===== config.mk =====
export PLATFORM = sky130hd
export DESIGN_NAME = sre_front
export DESIGN_NICKNAME = d
export VERILOG_FILES = /design/src/design/sre_pkg.sv /design/src/design/sre_front.sv
export VERILOG_INCLUDE_DIRS = /design/src /design/src/design
export SDC_FILE = /design/constraint.sdc
export NUM_CORES = 1
export LEC_CHECK = 0
export BUFFER_PORTS_ARGS = -buffer_cell sky130_fd_sc_hd__buf_2
export CORE_MARGIN = 2
export CORE_UTILIZATION = 55
export CTS_CLUSTER_DIAMETER = 200
export DETAILED_ROUTE_END_ITERATION = 7
export PLACE_DENSITY = 0.81
export SETUP_SLACK_MARGIN = 0.05
export SYNTH_ARGS = -nofsm -noshare
export SYNTH_HDL_FRONTEND = slang
export SYNTH_SLANG_ARGS = --single-unit

===== constraint.sdc =====
create_clock -name clk -period 11.73 [get_ports clk]
set_input_delay 1.173 -clock clk [delete_from_list [all_inputs] [get_ports clk]]
set_output_delay 1.173 -clock clk [all_outputs]
set_load 0.02 [all_outputs]

===== src/design/simple_risc_instruction_executor_assert.svh =====
// ---------------------------------------------------------------------------
// Assertion macros for the simple RISC executor
// Concurrent checks that vanish when SYNTHESIS is defined.
// ---------------------------------------------------------------------------
`ifndef SIMPLE_RISC_INSTRUCTION_EXECUTOR_ASSERT_SVH
`define SIMPLE_RISC_INSTRUCTION_EXECUTOR_ASSERT_SVH
`ifndef SYNTHESIS
`define SRE_ASSERT_IMPL(label, ante, cons, msg) \
	label: assert property (@(posedge clk) disable iff (!arst_n) (ante) |-> (cons)) \
		else $error(msg);
`define SRE_ASSERT_NEXT(label, ante, cons, msg) \
	label: assert property (@(posedge clk) disable iff (!arst_n) (ante) |=> (cons)) \
		else $error(msg);
`else
`define SRE_ASSERT_IMPL(label, ante, cons, msg)
`define SRE_ASSERT_NEXT(label, ante, cons, msg)
`endif
`endif


===== src/design/sre_pkg.sv =====
// ---------------------------------------------------------------------------
// sre_pkg
// Shared types and constants of the simple RISC executor.
// ---------------------------------------------------------------------------
package sre_pkg;

	localparam int unsigned OPCODE_MAX = 21;
	localparam logic [3:0] IO_RETURN_INDEX = 4'd7;
	// data memory words, one per 12-bit address
	localparam int DATA_DEPTH = 4096;

	typedef enum logic [7:0] {
		OP_ADD = 8'd0, OP_SUB = 8'd1, OP_MAC = 8'd2, OP_AND = 8'd3,
		OP_OR = 8'd4, OP_XOR = 8'd5, OP_SLL = 8'd6, OP_SRA = 8'd7,
		OP_SRL = 8'd8, OP_BEQ = 8'd9, OP_BNE = 8'd10, OP_BLT = 8'd11,
		OP_BGT = 8'd12, OP_BLE = 8'd13, OP_BGE = 8'd14, OP_JAL = 8'd15,
		OP_LW = 8'd16, OP_SW = 8'd17, OP_RETI = 8'd18, OP_IN = 8'd19,
		OP_OUT = 8'd20, OP_HALT = 8'd21
	} opcode_t;

	typedef enum logic [1:0] {
		IO_NONE = 2'd0, IO_READ = 2'd1, IO_WRITE = 2'd2
	} io_kind_t;

	// decoded word handed from front to back
	typedef struct packed {
		logic        preload;
		logic        bad;
		logic [7:0]  op;
		logic [3:0]  rd;
		logic [3:0]  rs;
		logic [3:0]  rt;
		logic [3:0]  rm;
		logic [31:0] imm1;
		logic [31:0] imm2;
		logic [11:0] load_addr;
		logic [31:0] load_data;
	} dec_t;

	function automatic logic [31:0] sext12(input logic [11:0] v);
		return {{20{v[11]}}, v};
	endfunction

endpackage


===== src/design/sre_front.sv =====
// ---------------------------------------------------------------------------
// sre_front
// Accept words, decode fields and hold them in a two-entry queue.
// ---------------------------------------------------------------------------
`include "simple_risc_instruction_executor_assert.svh"
module sre_front (
	input  logic           clk,
	input  logic           arst_n,
	input  logic           in_valid,
	output logic           in_ready,
	input  logic           req_type,
	input  logic [47:0]    instruction,
	input  logic [11:0]    load_addr,
	input  logic [31:0]    load_data,
	output logic           dq_valid,
	input  logic           dq_ready,
	output sre_pkg::dec_t  dq_word
);
	import sre_pkg::*;

	dec_t       slot_q [2];
	logic       wr_q, rd_q;
	logic [1:0] cnt_q;
	dec_t       dec;
	logic       push, pop;

	always_comb begin
		dec.preload   = req_type;
		dec.op        = instruction[47:40];
		dec.bad       = !req_type && (instruction[47:40] > 8'(OPCODE_MAX));
		dec.rd        = instruction[39:36];
		dec.rs        = instruction[35:32];
		dec.rt        = instruction[31:28];
		dec.rm        = instruction[27:24];
		dec.imm1      = sext12(instruction[23:12]);
		dec.imm2      = sext12(instruction[11:0]);
		dec.load_addr = load_addr;
		dec.load_data = load_data;
	end

	assign in_ready = cnt_q != 2'd2;
	assign push     = in_valid && in_ready;
	assign dq_valid = cnt_q != 2'd0;
	assign pop      = dq_valid && dq_ready;
	assign dq_word  = slot_q[rd_q];

	always_ff @(posedge clk) begin
		if (push)
			slot_q[wr_q] <= dec;
	end

	always_ff @(posedge clk or negedge arst_n) begin
		if (!arst_n) begin
			wr_q  <= 1'b0;
			rd_q  <= 1'b0;
			cnt_q <= 2'd0;
		end else begin
			if (push)
				wr_q <= !wr_q;
			if (pop)
				rd_q <= !rd_q;
			cnt_q <= cnt_q + 2'(push) - 2'(pop);
		end
	end

	`SRE_ASSERT_IMPL(a_no_overflow, cnt_q == 2'd2, !push, "queue push while full")
	`SRE_ASSERT_NEXT(a_cnt_up, push && !pop && cnt_q == 2'd0, cnt_q == 2'd1,
		"queue count lost a push")
	`SRE_ASSERT_IMPL(a_valid_cnt, dq_valid, cnt_q != 2'd0, "queue valid while empty")
endmodule


* After elaboration in Yosys (flattened, before gate mapping)
Memories as Yosys holds them, arrays and structs flattened. Index checks and enable logic that the tools add are counted.
Storage, ports and cells: bits in registers 4, latch bits 0, memory bits (writable) 268, bits in read-only memories 0, input bits 97, output and inout port bits 136, memories kept 1
Operators by class: add/sub/neg operators 2, $mul 0, divide/modulo/power cells 0, $lt $le $gt $ge 1, eq/ne operators 1, shift-type cells 0, muxes and demuxes 2, bitwise operators 0, reduce and logical (&&, ||, !) cells 7
Memories:
- slot_q | depth 2, bits a word 134, read ports 1, clocked after memory_dff 0, wr ports 1, RTL line sre_front.sv:21 | dec_t slot_q [2];
Operators by type and width (number):
- greater-than comparator 8 x 5 -> 1 bit, second input constant | 1
- logical AND 1 bit | 3
- zero test 1 bit | 3
- adder 2 x 1 -> 2 bit | 1
- 2-to-1 mux 1 bit | 2
- inequality test 2 bit, second input constant | 1
- nonzero test 2 bit | 1
- subtractor 2 x 1 -> 2 bit | 1

* Longest topological paths before layout
depth after elaboration 4, depth in mapped cells 7

* Worst setup path after synthesis
OpenSTA, ideal clock, no wires.
path kind input to register, from in in_valid, to mem slot_q[0][0] (netlist bit) (enable), arrival time 5189 ps, slack 5994 ps, cell stages on the path 2, buffers on the path 0, path through nand2_1 > nor2_1
On the way: longest elaborated chain between the ends 3
Ends and longest elaborated chain:
- from (decl) | RTL line sre_front.sv:9 | input logic in_valid,
- logical AND 1 bit | RTL line sre_front.sv:42 | assign push = in_valid && in_ready;
- 2-to-1 mux 1 bit | RTL line sre_front.sv:48 | if (push)
- 2-to-1 mux 1 bit (implied by the code) | RTL line sre_front.sv:49 | slot_q[wr_q] <= dec;
- to (decl) | RTL line sre_front.sv:21
No other way between the ends.

==> run metrics <==
outcome=finished, final reports clean; most frequent cell after synthesis=edfxtp_1; clock network power share=0.225; Design Area, Final=9110 um^2; Initial Util=0.565; Final GP Congestion=~0.75; pin slew with the least headroom to its limit=approximately 0.80 ns; Leak=about 0.0036 uW; All-Layer GR Usage=0.178; Placement Rows=42; DR WL/cell=17.4 um; CTS Root Cell=clkbuf_16; final clock skew=between 0.008 and 0.009 ns; Worst Path Max Fanout=51; Post-synth EDFFs=around 190; post_cts resized=0; share of cells above drive strength 1=0.632; post-route setup TNS=0 ns; Final Worst Setup Slack=roughly 8 ns; P_int=~1600 uW; Net Sw Power=~850 uW; logic gate share of total power=0.367; critical path launch point type=flop; vias in the first global route=around 3800; syn_nets=about 450; clk_lat worst skew=0.42 ns; unrepaired setup endpoints after global routing=false; Post-Syn Area=~7500 um^2; drt total wl=roughly 13 mm; WHS=roughly 0.53 ns; HPWL Detailed=a little under 9 mm; drt drc=0; Detail Route Antenna Nets=0; CTS tree=yes; critical path data required time=roughly 11 ns; PD cells=between 200 and 300 nW/um^2; Synth Area per Inst=21.3 um^2; Post-Synthesis Cells=between 300 and 400; chip height=between 100 and 150 um; CTS Buf Count=17; top post-synthesis cells by count=188 x edfxtp_1, 50 x mux2_4, 44 x mux2_2; DP Worst Slack=8.25 ns; CTS Hold Bufs=0; final net count=656; final hold violation count=0; first-pass GRT wire length=19.3 mm; Die Footprint=roughly 15000 um^2; DR vias=3713; Warnings, synthesis=0; largest net degree at the start of global routing=54; Rel. slew slack=0.470; I/O pins=approximately 230; Synth Flop Type=edfxtp_1; antenna violations before repair=0; grt total ovfl=0; Longest Clk Path Bufs=2; worst hold-check path type=reg2reg; FFs w/ async S/R, synth=0.0208; CTS H-tree lvls=4; Initial DRT Pass Iterations=4; Antenna Cells=0; Tcrit/Tclk final=0.332; Util after Layout=0.686; P&R area growth vs syn=21.4%; CP Data Arrival Time=approximately 2.7 ns; maximum vdd drop=approximately 0.00014 V; maxcap violations=0; post-synthesis register bit count=about 190; Synth area leader=edfxtp_1; Setup crit end kind=output pin; core footprint=~13000 um^2; largest cells by area after synthesis=edfxtp_1 75%, mux2_4 10%, mux2_2 6.6%, buf_4 4.0%, dfrtp_1 1.3%; I/O Buffers=approximately 230; post-synthesis sequential area ratio=0.765; clock period minus worst slack=3.89 ns; Reg power frac=0.408; Max Clk Rate=between 200 and 300 MHz; via/cell ratio=4.98; 1st-iter DRT viols=~210; clk slew on worst S/H paths=0.06 ns; clk sinks=~190; Slew Limit Fails=0; kind of critical path=reg2out; Placed Area=between 8000 and 9000 um^2; Final setup viols=0; Netlist cell types=20; postcts setup bufs=0; Synth top area share=0.752; Die W=about 120 um; switch share=0.339
cell type report:
cell class / instances / area (um^2)
multi-input cells: 109 / 1370
fillers: 860 / 4180
inverters: 1 / 3.75
well taps: 176 / 220
flip-flops and latches: 192 / 5750
clock buffers: 22 / 444
clock inverters: 10 / 135
repair buffers: 236 / 1190
cell usage in the layout, fill, tap and decap left out, types with 2 or more instances in the layout:
cell | Yosys | layout
buf_2 | 4 | 232
ha_1 | 2 | 2
bufinv_16 | 0 | 3
inv_6 | 0 | 2
clkinv_2 | 0 | 3
clkbuf_16 | 0 | 17
dfrtp_1 | 4 | 3
mux2_2 | 44 | 44
xnor2_1 | 3 | 3
mux2_4 | 50 | 50
edfxtp_1 | 188 | 188
buf_4 | 40 | 4
clkbuf_1 | 0 | 5
metrics by stage:
step / power, uW / cells
floorplan: 1780 / 353
global placement: 1940 / 714
detailed placement: 1960 / 714
CTS: 2520 / 746
global route: 2600 / 746
finish: 2490 / 746
sequential cells by signal (all words and copies together) (netlist names):
signal and cells:
cnt_q 2, wr_q 1, slot_q 188, rd_q 1
layer usage:
| layer | global-route usage | wire (um) | part of all wire | vias to the layer above |
|---|---|---|---|---|
| met5 | 0 | 0 | 0 | - |
| met2 | 0.308 | 6990 | 0.54 | 142 |
| met4 | 0.0858 | 248 | 0.019 | 0 |
| li1 | - | - | - | 1732 |
| met1 | 0.206 | 4980 | 0.38 | 1819 |
| met3 | 0.0479 | 728 | 0.056 | 20 |
logic make-up after synthesis:
family	count (synthesis)	share of synthesized area
AOI/OAI and AO/OA	2	0.00217
xor gates and xnor gates	4	0.00467
buffers and inverters	52	0.0541
adders and majority gates	2	0.00333
muxes	94	0.166
and+or+nand+nor	7	0.00483
DFF	192	0.765
critical path, stage by stage, from the launching register on:
cell and delay [ns]:
dfrtp_4 0.94, buf_4 0.73, mux2_2 0.41, buf_2 0.16
worst paths after layout:
path | start | endpoint | slack, ns | cells after the start
min in group asynchronous | arst_n | rd_q$_DFFE_PN0P_ | 0.55 | 1
hold / removal | cnt_q[1]$_DFF_PN0_ | cnt_q[1]$_DFF_PN0_ | 0.53 | 1
hold reg to reg | cnt_q[1]$_DFF_PN0_ | cnt_q[1]$_DFF_PN0_ | 0.53 | 1
max in group asynchronous | arst_n | rd_q$_DFFE_PN0P_ | 11.05 | 1
setup reg to reg | cnt_q[1]$_DFF_PN0_ | slot_q[1][38]$_DFFE_PP_ | 9.52 | 3
setup / recovery | rd_q$_DFFE_PN0P_ | dq_word[130] | 7.84 | 3
power groups by stage:
stage | Sequential [uW] | Clock [uW] | Combinational [uW]
finish | 1020 | 561 | 914
global placement | 1020 | 0 | 914
global route | 1030 | 596 | 971
detailed placement | 1030 | 0 | 925
floorplan | 996 | 0 | 785
CTS | 1020 | 573 | 929
(Power assumes the default switching activity.)
